$ cat src/rtl/mqs_pkg.sv
// Shared types, constants and the symbol-to-ASCII function for the marquee scroller.
package mqs_pkg;

    localparam int MSG_SLOTS    = 16;
    localparam int WINDOW_WIDTH = 16;

    localparam int SLOT_W  = (MSG_SLOTS > 1) ? $clog2(MSG_SLOTS) : 1;
    localparam int LEN_W   = $clog2(MSG_SLOTS + 1);
    localparam int SPAN_W  = $clog2(MSG_SLOTS + WINDOW_WIDTH + 1);
    localparam int IDX_W   = (WINDOW_WIDTH > 1) ? $clog2(WINDOW_WIDTH) : 1;
    localparam int SYM_W   = 6;
    localparam int COL_W   = 5;
    localparam int CHAR_W  = 7;
    localparam int PER_W   = 16;

    localparam logic [SYM_W-1:0]  SYM_LAST       = SYM_W'(35);
    localparam logic [SYM_W-1:0]  SYM_ALPHA      = SYM_W'(10);
    localparam logic [SYM_W-1:0]  SYM_COUNT      = SYM_W'(36);
    localparam logic [COL_W-1:0]  EDIT_COL       = COL_W'(6);
    localparam logic [PER_W-1:0]  PERIOD_RESET   = PER_W'(1000);
    localparam logic [CHAR_W-1:0] CHAR_SPACE     = CHAR_W'(32);
    localparam logic [CHAR_W-1:0] CHAR_ZERO      = CHAR_W'(48);
    localparam logic [CHAR_W-1:0] CHAR_ALPHA_OFS = CHAR_W'(55);

    localparam logic [2:0] KEY_UP      = 3'd0;
    localparam logic [2:0] KEY_DOWN    = 3'd1;
    localparam logic [2:0] KEY_FORWARD = 3'd2;
    localparam logic [2:0] KEY_BACK    = 3'd3;
    localparam logic [2:0] KEY_START   = 3'd4;
    localparam logic [2:0] KEY_RETURN  = 3'd5;

    localparam logic KIND_KEY  = 1'b0;
    localparam logic KIND_TICK = 1'b1;

    typedef struct packed {
        logic       kind;
        logic [2:0] key_code;
    } in_t;

    typedef struct packed {
        logic [COL_W-1:0]  column;
        logic [CHAR_W-1:0] char_code;
        logic              last;
    } out_t;

    typedef struct packed {
        logic              en;
        logic [SLOT_W-1:0] addr;
        logic [SYM_W-1:0]  data;
    } mem_wr_t;

    typedef enum logic [2:0] {
        ST_IDLE,
        ST_SYM,
        ST_ZERO,
        ST_SHOW,
        ST_MOD,
        ST_REFLECT,
        ST_EMIT
    } state_t;

    function automatic logic [CHAR_W-1:0] sym_char(input logic [SYM_W-1:0] s);
        logic [CHAR_W-1:0] ch;
        if (s < SYM_ALPHA)
            ch = CHAR_ZERO + CHAR_W'(s);
        else if (s < SYM_COUNT)
            ch = CHAR_ALPHA_OFS + CHAR_W'(s);
        else
            ch = CHAR_ZERO;
        return ch;
    endfunction

endpackage

$ cat src/rtl/mqs_msg_mem.sv
// Message symbol store with per-slot valid bits and registered read port.
module mqs_msg_mem (
    input  logic                          clk,
    input  logic                          rst_n,
    input  mqs_pkg::mem_wr_t              wr,
    input  logic                          rd_en,
    input  logic [mqs_pkg::SLOT_W-1:0]    rd_addr,
    output logic [mqs_pkg::SYM_W-1:0]     rd_data
);

    logic [mqs_pkg::SYM_W-1:0]     mem [mqs_pkg::MSG_SLOTS];
    logic [mqs_pkg::MSG_SLOTS-1:0] valid_reg;
    logic [mqs_pkg::SYM_W-1:0]     rd_data_reg;

    always_ff @(posedge clk or negedge rst_n)
    begin
        if (!rst_n)
        begin
            valid_reg <= '0;
        end
        else if (wr.en)
        begin
            valid_reg[wr.addr] <= 1'b1;
        end
    end

    always_ff @(posedge clk)
    begin
        if (wr.en)
        begin
            mem[wr.addr] <= wr.data;
        end
    end

    always_ff @(posedge clk)
    begin
        if (rd_en)
        begin
            rd_data_reg <= valid_reg[rd_addr] ? mem[rd_addr] : '0;
        end
    end

    assign rd_data = rd_data_reg;

endmodule

$ cat src/rtl/marquee_text_editor_scroller_core.sv
// Marquee controller top level: edit/scroll sequencer with shared subtract-compare unit.
// Keys with a result go through ST_SYM, ST_ZERO or ST_SHOW to the output register.
// Scroll step: modulo and reflect, then one window character per cycle unless the output
// stalls (16 characters), paced by the message store read port and the output register.
// One transaction at a time: a new input is taken only after the previous run is queued.
// rst_n clears all control state; period returns to 1000, message slots read as '0'.
module marquee_text_editor_scroller_core (
    input  logic                        clk,
    input  logic                        rst_n,
    input  logic                        in_valid,
    output logic                        in_ready,
    input  mqs_pkg::in_t                in_data,
    output logic                        out_valid,
    input  logic                        out_ready,
    output mqs_pkg::out_t               out_data,
    input  logic                        cfg_we,
    input  logic [mqs_pkg::PER_W-1:0]   cfg_wdata
);

    mqs_pkg::state_t                state_reg, state_next;
    logic [mqs_pkg::SLOT_W-1:0]     cursor_reg, cursor_next;
    logic [mqs_pkg::LEN_W-1:0]      length_reg, length_next;
    logic                           scroll_mode_reg, scroll_mode_next;
    logic                           dir_right_reg, dir_right_next;
    logic                           running_reg, running_next;
    logic [mqs_pkg::SPAN_W-1:0]     window_index_reg, window_index_next;
    logic [mqs_pkg::PER_W-1:0]      tick_count_reg, tick_count_next;
    logic [mqs_pkg::PER_W-1:0]      period_reg, period_next;
    logic                           step_up_reg, step_up_next;
    logic [mqs_pkg::SPAN_W-1:0]     pos_reg, pos_next;
    logic [mqs_pkg::IDX_W-1:0]      idx_reg, idx_next;
    logic                           msg_hit_reg, msg_hit_next;
    logic                           out_valid_reg, out_valid_next;
    mqs_pkg::out_t                  out_reg, out_next;

    mqs_pkg::mem_wr_t               mem_wr;
    logic                           rd_en;
    logic [mqs_pkg::SLOT_W-1:0]     rd_addr;
    logic [mqs_pkg::SYM_W-1:0]      rd_data;

    logic [mqs_pkg::SPAN_W-1:0]     alu_a, alu_b;
    logic [mqs_pkg::SPAN_W:0]       alu_diff;
    logic                           alu_ge;

    logic [mqs_pkg::SPAN_W-1:0]     span;
    logic [mqs_pkg::COL_W-1:0]      edit_col;
    logic                           out_free;
    logic [mqs_pkg::PER_W:0]        tick_sum;
    logic [mqs_pkg::SYM_W-1:0]      cur_sym;
    logic [mqs_pkg::SYM_W-1:0]      new_sym;
    logic [mqs_pkg::SPAN_W-1:0]     base_inc;
    logic [mqs_pkg::SPAN_W-1:0]     start_pos;
    logic [mqs_pkg::SPAN_W-1:0]     pos_inc;
    logic [mqs_pkg::SPAN_W-1:0]     new_pos;

    mqs_msg_mem u_mem (
        .clk     (clk),
        .rst_n   (rst_n),
        .wr      (mem_wr),
        .rd_en   (rd_en),
        .rd_addr (rd_addr),
        .rd_data (rd_data)
    );

    assign span     = mqs_pkg::SPAN_W'(length_reg) + mqs_pkg::SPAN_W'(mqs_pkg::WINDOW_WIDTH);
    assign edit_col = mqs_pkg::EDIT_COL + mqs_pkg::COL_W'(cursor_reg);
    assign out_free = !out_valid_reg || out_ready;
    assign tick_sum = {1'b0, tick_count_reg} + (mqs_pkg::PER_W+1)'(1);
    assign cur_sym  = (rd_data < mqs_pkg::SYM_COUNT) ? rd_data : '0;
    assign base_inc = pos_reg + mqs_pkg::SPAN_W'(1);
    assign pos_inc  = pos_reg + mqs_pkg::SPAN_W'(1);

    assign alu_diff = {1'b0, alu_a} - {1'b0, alu_b};
    assign alu_ge   = !alu_diff[mqs_pkg::SPAN_W];

    always_ff @(posedge clk or negedge rst_n)
    begin
        if (!rst_n)
        begin
            state_reg        <= mqs_pkg::ST_IDLE;
            cursor_reg       <= '0;
            length_reg       <= mqs_pkg::LEN_W'(1);
            scroll_mode_reg  <= 1'b0;
            dir_right_reg    <= 1'b0;
            running_reg      <= 1'b0;
            window_index_reg <= '0;
            tick_count_reg   <= '0;
            period_reg       <= mqs_pkg::PERIOD_RESET;
            out_valid_reg    <= 1'b0;
        end
        else
        begin
            state_reg        <= state_next;
            cursor_reg       <= cursor_next;
            length_reg       <= length_next;
            scroll_mode_reg  <= scroll_mode_next;
            dir_right_reg    <= dir_right_next;
            running_reg      <= running_next;
            window_index_reg <= window_index_next;
            tick_count_reg   <= tick_count_next;
            period_reg       <= period_next;
            out_valid_reg    <= out_valid_next;
        end
    end

    always_ff @(posedge clk)
    begin
        step_up_reg <= step_up_next;
        pos_reg     <= pos_next;
        idx_reg     <= idx_next;
        msg_hit_reg <= msg_hit_next;
        out_reg     <= out_next;
    end

    always_comb
    begin
        state_next        = state_reg;
        cursor_next       = cursor_reg;
        length_next       = length_reg;
        scroll_mode_next  = scroll_mode_reg;
        dir_right_next    = dir_right_reg;
        running_next      = running_reg;
        window_index_next = window_index_reg;
        tick_count_next   = tick_count_reg;
        period_next       = cfg_we ? cfg_wdata : period_reg;
        step_up_next      = step_up_reg;
        pos_next          = pos_reg;
        idx_next          = idx_reg;
        msg_hit_next      = msg_hit_reg;
        out_valid_next    = out_valid_reg && !out_ready;
        out_next          = out_reg;
        mem_wr            = '0;
        rd_en             = 1'b0;
        rd_addr           = cursor_reg;
        alu_a             = pos_reg;
        alu_b             = span;
        in_ready          = (state_reg == mqs_pkg::ST_IDLE);
        new_sym           = '0;
        start_pos         = pos_reg;
        new_pos           = pos_inc;

        unique case (state_reg)
            mqs_pkg::ST_IDLE:
            begin
                if (in_valid)
                begin
                    if (in_data.kind == mqs_pkg::KIND_TICK)
                    begin
                        if (scroll_mode_reg && running_reg)
                        begin
                            if (tick_sum > {1'b0, period_reg})
                            begin
                                tick_count_next = '0;
                                pos_next        = window_index_reg;
                                state_next      = mqs_pkg::ST_MOD;
                            end
                            else
                            begin
                                tick_count_next = tick_sum[mqs_pkg::PER_W-1:0];
                            end
                        end
                    end
                    else if (scroll_mode_reg)
                    begin
                        unique case (in_data.key_code)
                            mqs_pkg::KEY_UP:    dir_right_next = 1'b0;
                            mqs_pkg::KEY_DOWN:  dir_right_next = 1'b1;
                            mqs_pkg::KEY_START: running_next   = !running_reg;
                            mqs_pkg::KEY_RETURN:
                            begin
                                scroll_mode_next = 1'b0;
                                cursor_next      = '0;
                                rd_en            = 1'b1;
                                rd_addr          = '0;
                                state_next       = mqs_pkg::ST_SHOW;
                            end
                            default:
                            begin
                            end
                        endcase
                    end
                    else
                    begin
                        unique case (in_data.key_code) inside
                            mqs_pkg::KEY_UP, mqs_pkg::KEY_DOWN:
                            begin
                                step_up_next = (in_data.key_code == mqs_pkg::KEY_UP);
                                rd_en        = 1'b1;
                                state_next   = mqs_pkg::ST_SYM;
                            end
                            mqs_pkg::KEY_FORWARD:
                            begin
                                if (cursor_reg != mqs_pkg::SLOT_W'(mqs_pkg::MSG_SLOTS - 1))
                                begin
                                    cursor_next = cursor_reg + mqs_pkg::SLOT_W'(1);
                                    length_next = mqs_pkg::LEN_W'(cursor_reg)
                                                + mqs_pkg::LEN_W'(2);
                                    mem_wr.en   = 1'b1;
                                    mem_wr.addr = cursor_reg + mqs_pkg::SLOT_W'(1);
                                    state_next  = mqs_pkg::ST_ZERO;
                                end
                            end
                            mqs_pkg::KEY_BACK:
                            begin
                                if (cursor_reg != '0)
                                begin
                                    cursor_next = cursor_reg - mqs_pkg::SLOT_W'(1);
                                    length_next = mqs_pkg::LEN_W'(cursor_reg);
                                    mem_wr.en   = 1'b1;
                                    mem_wr.addr = cursor_reg - mqs_pkg::SLOT_W'(1);
                                    state_next  = mqs_pkg::ST_ZERO;
                                end
                            end
                            mqs_pkg::KEY_START:
                            begin
                                scroll_mode_next  = 1'b1;
                                window_index_next = '0;
                                running_next      = 1'b1;
                            end
                            default:
                            begin
                            end
                        endcase
                    end
                end
            end

            mqs_pkg::ST_SYM:
            begin
                if (step_up_reg)
                    new_sym = (cur_sym == mqs_pkg::SYM_LAST) ? '0
                                                             : cur_sym + mqs_pkg::SYM_W'(1);
                else
                    new_sym = (cur_sym == '0) ? mqs_pkg::SYM_LAST
                                              : cur_sym - mqs_pkg::SYM_W'(1);
                if (out_free)
                begin
                    mem_wr.en          = 1'b1;
                    mem_wr.addr        = cursor_reg;
                    mem_wr.data        = new_sym;
                    out_valid_next     = 1'b1;
                    out_next.column    = edit_col;
                    out_next.char_code = mqs_pkg::sym_char(new_sym);
                    out_next.last      = 1'b1;
                    state_next         = mqs_pkg::ST_IDLE;
                end
            end

            mqs_pkg::ST_ZERO:
            begin
                if (out_free)
                begin
                    out_valid_next     = 1'b1;
                    out_next.column    = edit_col;
                    out_next.char_code = mqs_pkg::CHAR_ZERO;
                    out_next.last      = 1'b1;
                    state_next         = mqs_pkg::ST_IDLE;
                end
            end

            mqs_pkg::ST_SHOW:
            begin
                if (out_free)
                begin
                    out_valid_next     = 1'b1;
                    out_next.column    = edit_col;
                    out_next.char_code = mqs_pkg::sym_char(rd_data);
                    out_next.last      = 1'b1;
                    state_next         = mqs_pkg::ST_IDLE;
                end
            end

            mqs_pkg::ST_MOD:
            begin
                alu_a = pos_reg;
                alu_b = span;
                if (alu_ge)
                begin
                    pos_next = alu_diff[mqs_pkg::SPAN_W-1:0];
                end
                else
                begin
                    window_index_next = (base_inc == span) ? '0 : base_inc;
                    state_next        = mqs_pkg::ST_REFLECT;
                end
            end

            mqs_pkg::ST_REFLECT:
            begin
                alu_a = span;
                alu_b = pos_reg;
                if (dir_right_reg && (pos_reg != '0))
                    start_pos = alu_diff[mqs_pkg::SPAN_W-1:0];
                pos_next     = start_pos;
                rd_en        = 1'b1;
                rd_addr      = start_pos[mqs_pkg::SLOT_W-1:0];
                msg_hit_next = (start_pos < mqs_pkg::SPAN_W'(length_reg));
                idx_next     = '0;
                state_next   = mqs_pkg::ST_EMIT;
            end

            mqs_pkg::ST_EMIT:
            begin
                alu_a   = pos_inc;
                alu_b   = span;
                new_pos = alu_ge ? alu_diff[mqs_pkg::SPAN_W-1:0] : pos_inc;
                if (out_free)
                begin
                    out_valid_next     = 1'b1;
                    out_next.column    = mqs_pkg::COL_W'(idx_reg);
                    out_next.char_code = msg_hit_reg ? mqs_pkg::sym_char(rd_data)
                                                     : mqs_pkg::CHAR_SPACE;
                    out_next.last      = (idx_reg == mqs_pkg::IDX_W'(mqs_pkg::WINDOW_WIDTH - 1));
                    if (out_next.last)
                    begin
                        state_next = mqs_pkg::ST_IDLE;
                    end
                    else
                    begin
                        idx_next     = idx_reg + mqs_pkg::IDX_W'(1);
                        pos_next     = new_pos;
                        rd_en        = 1'b1;
                        rd_addr      = new_pos[mqs_pkg::SLOT_W-1:0];
                        msg_hit_next = (new_pos < mqs_pkg::SPAN_W'(length_reg));
                    end
                end
            end

            default:
            begin
                state_next = mqs_pkg::ST_IDLE;
            end
        endcase
    end

    assign out_valid = out_valid_reg;
    assign out_data  = out_reg;

endmodule

$ cat config.mk
export PLATFORM = sky130hd
export DESIGN_NAME = marquee_text_editor_scroller_core
export DESIGN_NICKNAME = d
export VERILOG_FILES = /design/src/rtl/mqs_pkg.sv /design/src/rtl/mqs_msg_mem.sv /design/src/rtl/marquee_text_editor_scroller_core.sv
export SDC_FILE = /design/constraint.sdc
export NUM_CORES = 1
export LEC_CHECK = 0
export BUFFER_PORTS_ARGS = -buffer_cell sky130_fd_sc_hd__buf_2
export CAP_MARGIN = 20
export CORE_MARGIN = 3
export CORE_UTILIZATION = 45
export CTS_BUF_LIST = sky130_fd_sc_hd__clkbuf_8 sky130_fd_sc_hd__clkbuf_16
export CTS_CLUSTER_SIZE = 28
export DETAILED_ROUTE_END_ITERATION = 8
export PLACE_DENSITY_LB_ADDON = 0.25
export REMOVE_ABC_BUFFERS = 1
export SYNTH_ARGS = -nofsm -noshare
export SYNTH_HDL_FRONTEND = slang
export SYNTH_SLANG_ARGS = --single-unit
$ cat constraint.sdc
create_clock -name clk -period 13.6 [get_ports clk]
set_clock_uncertainty 0.05 [all_clocks]
set_input_delay 1.36 -clock clk [delete_from_list [all_inputs] [get_ports clk]]
set_output_delay 1.36 -clock clk [all_outputs]
set_load 0.05 [all_outputs]
==> impl_metrics.csv <==
group,metric,value,unit
clocking,root_buffer,"clkbuf_16",
clocking,numClockSinks,197,
critical_path,crit_arrival,5.92,ns
power,p_sw_share,41.3,%
synthesis,ys_async_sr_fraction,35.5,%
cells_and_area,max_flop_register,"u_mem.mem",
cells_and_area,drive_above_1_share,10.7,%
timing,setup_viol,0,
global_route,grt_pass1_vias,7747,
synthesis,synthCells,1090,
global_route,grt_max_degree,71,
power,powerDensity,206,mW/mm2
clocking,clockBufferDepth,2,
global_route,grtUsageTotal,19.7,%
clocking,cts_made_buffers,17,
clocking,cts_tree,"built",
die,core-area,0.0244,mm2
clocking,cts_setup_buffers,0,
die,initial_utilization,46.1,%
placement,gp_congestion,0.952,
synthesis,ys_seq_area_share,49.6,%
power,power_frac_seq,33.2,%
timing,relSlewSlack,30.1,%
power,p_int,1.48,mW
timing,rsz0062_at_grt,"false",
synthesis,synth-seq-cells,197,
timing,maxSlewViolCount,0,
critical_path,startpoint_type,"register",
die,fp.dieW,164,um
die,die_area,0.0269,mm2
timing,finalCritPeriodShare,42.8,%
placement,post-dp-hpwl,18300,um
placement,placed_cells,1409,
cells_and_area,syn_to_final_growth,9.31,%
die,die_h,164,um
routing,via_per_inst,5.73,
timing,finalHoldViolCount,0,
clocking,ctsHoldBuffers,0,
global_route,grt-ovfl-total,0,
cells_and_area,nFillCells,2196,
power,comb_power_share,46.3,%
power,ir_worst_vdd,160,uV
run,maxCapViolCount,0,
die,io_pins,40,
clocking,insertion_delay,0.43,ns
synthesis,yosys_most_used_dff,"edfxtp_1",
cells_and_area,n_antenna_cell,0,
synthesis,synth_edf_count,127,
timing,worstMarginPinSlew,1.04,ns
cells_and_area,stdcell_count,1443,
die,rows,57,
critical_path,cp.required,13.70,ns
cells_and_area,final_common_cell,"nand2_1",
critical_path,critPathCaptureType,"register",
routing,num_vias,8266,
routing,wire_per_inst,17.8,um
global_route,antenna_found_initial,0,
synthesis,yosysWarnings,0,
clocking,path_clk_slew,0.07,ns
clocking,ctsResizeCount,0,
timing,fmax,172,MHz
synthesis,syn_area_per_cell,10.3,um2
routing,dr.pass1.iters,5,
timing,setup_tns,0,ns
routing,postRouteAntennaNets,0,
power,p_sw,1.04,mW
routing,route.detailed.drc,0,
cells_and_area,layout.nets,1183,
status,status,"complete, no violations",
global_route,grt_first_pass_wirelength,41600,um
synthesis,synth_area,0.0112,mm2
power,clkPwrFrac,20.5,%
critical_path,worstPathMaxFanout,32,
cells_and_area,largest_reg_flops,96,
critical_path,worstSetupPathType,"reg -> reg",
routing,wirelength,25600,um
synthesis,synth.distinct_cells,81,
cells_and_area,most-common-layout-cells,"140 x nand2_1, 127 x edfxtp_1, 77 x nor2_1",
hold_path,hp-class,"reg -> reg",
placement,port-buffer-count,39,
clocking,htreeDepth,4,
routing,drtIter0Drc,762,
timing,period_needed,5.82,ns
power,p_leak,5.16,nW
[per-layer routing]
metal / routed length, um / part of all wire, % / track usage [%] / vias up
li1: - / - / - / 4033
met1: 12200 / 48 / 28.5 / 3978
met2: 11700 / 46 / 30.6 / 231
met3: 1380 / 5.4 / 3.43 / 24
met4: 350 / 1.4 / 5.19 / 0
met5: 0 / 0 / 0 / -
[Yosys cell counts, types with 5 or more instances]
library cell / n / area, um2
nand2_1: 140 / 526
edfxtp_1: 127 / 3810
nor2_1: 77 / 289
o21ai_0: 71 / 355
dfrtp_1: 63 / 1580
a21oi_1: 59 / 295
mux2i_1: 54 / 541
ha_1: 51 / 638
inv_1: 51 / 191
clkbuf_1: 33 / 124
nand3_1: 28 / 140
xnor2_1: 27 / 236
a21o_1: 20 / 150
or2_2: 18 / 113
nor3_1: 15 / 75.1
xor2_1: 14 / 123
a211oi_1: 13 / 97.6
a22o_1: 12 / 105
nand2b_1: 12 / 75.1
nor2b_1: 12 / 75.1
o22ai_1: 12 / 75.1
a31oi_1: 11 / 68.8
buf_2: 10 / 50.1
a221oi_1: 9 / 78.8
nand4_1: 9 / 56.3
o21a_1: 9 / 67.6
and2_1: 8 / 50.1
and3_1: 8 / 50.1
a32oi_1: 7 / 61.3
dfstp_2: 7 / 184
o211ai_1: 7 / 52.6
or3_1: 6 / 37.5
a2111oi_1: 5 / 50.1
buf_4: 5 / 37.5
[critical path, stage by stage, from the launching register on]
cell       delay (ns)
dfrtp_1          0.92
clkinv_1         0.49
nand3_1          0.36
o22ai_1          0.12
a21oi_1          0.18
ha_1             0.19
inv_1            0.05
fa_1             0.41
a21oi_1          0.33
o211ai_2         0.26
mux2_2           0.38
a222oi_1         0.32
buf_4            0.48
mux2i_1          0.26
nand2_1          0.08
a311oi_2         0.57
a2111oi_1        0.09
[power by group through the flow]
stage / sequential (mW) / combinational (mW) / clock, mW
6_report: 0.840 / 1.17 / 0.517
5_1_grt: 0.850 / 1.29 / 0.554
4_1_cts: 0.838 / 1.16 / 0.526
3_5_place_dp: 0.851 / 1.15 / 0
3_3_place_gp: 0.850 / 1.15 / 0
2_1_floorplan: 0.900 / 0.802 / 0
[metrics by stage]
step | worst slack [ns] | util, % | hold WS (ns) | area [um2] | total power [mW]
after floorplan | 6.27 | - | 0.377 | 11000 | 1.70
after global placement | 8.10 | 47.8 | 0.388 | 11700 | 2.00
after detailed placement | 7.93 | 47.8 | 0.402 | 11700 | 2.00
after CTS | 7.89 | 50.3 | 0.418 | 12300 | 2.52
after global routing | 7.36 | 50.3 | 0.438 | 12300 | 2.70
final | 7.78 | 50.3 | 0.417 | 12300 | 2.53
[final timing paths]
| check | start | end | slack [ns] | cells past startpoint |
|---|---|---|---|---|
| setup / recovery | state_reg[1] | u_mem.rd_data[2] | 7.78 | 16 |
| hold / removal | u_mem.valid_reg[4] | u_mem.valid_reg[4] | 0.42 | 1 |
| setup reg to reg | state_reg[1] | u_mem.rd_data[2] | 7.78 | 16 |
| hold reg to reg | u_mem.valid_reg[4] | u_mem.valid_reg[4] | 0.42 | 1 |
| max in group asynchronous | rst_n | length_reg[3] | 11.89 | 1 |
| min in group asynchronous | rst_n | period_reg[2] | 0.98 | 1 |
[layout make-up]
type                            instances  area (um2)  area share [%]
Sequential cell                       197        5570            45.4
Clock buffer                           17         425            3.46
Multi-Input combinational cell        789        5230            42.6
Clock inverter                         15         180            1.47
Timing Repair Buffer                   49         273            2.22
Inverter                               52         195            1.59
Tap cell                              324         405            3.30
[cell families after synthesis]
kind of cell             count (synthesis)  share of synthesized area [%]
AO/OA/AOI/OAI                          287                           17.5
flip-flops                             197                           49.6
multiplexers                            59                           5.35
AND/OR/NAND/NOR                        350                           14.5
buffers and inverters                  104                           3.97
adder cells (fa/ha/maj)                 52                           5.86
XOR/XNOR                                41                           3.20
Note: power is estimated with default switching activity, not from simulation.
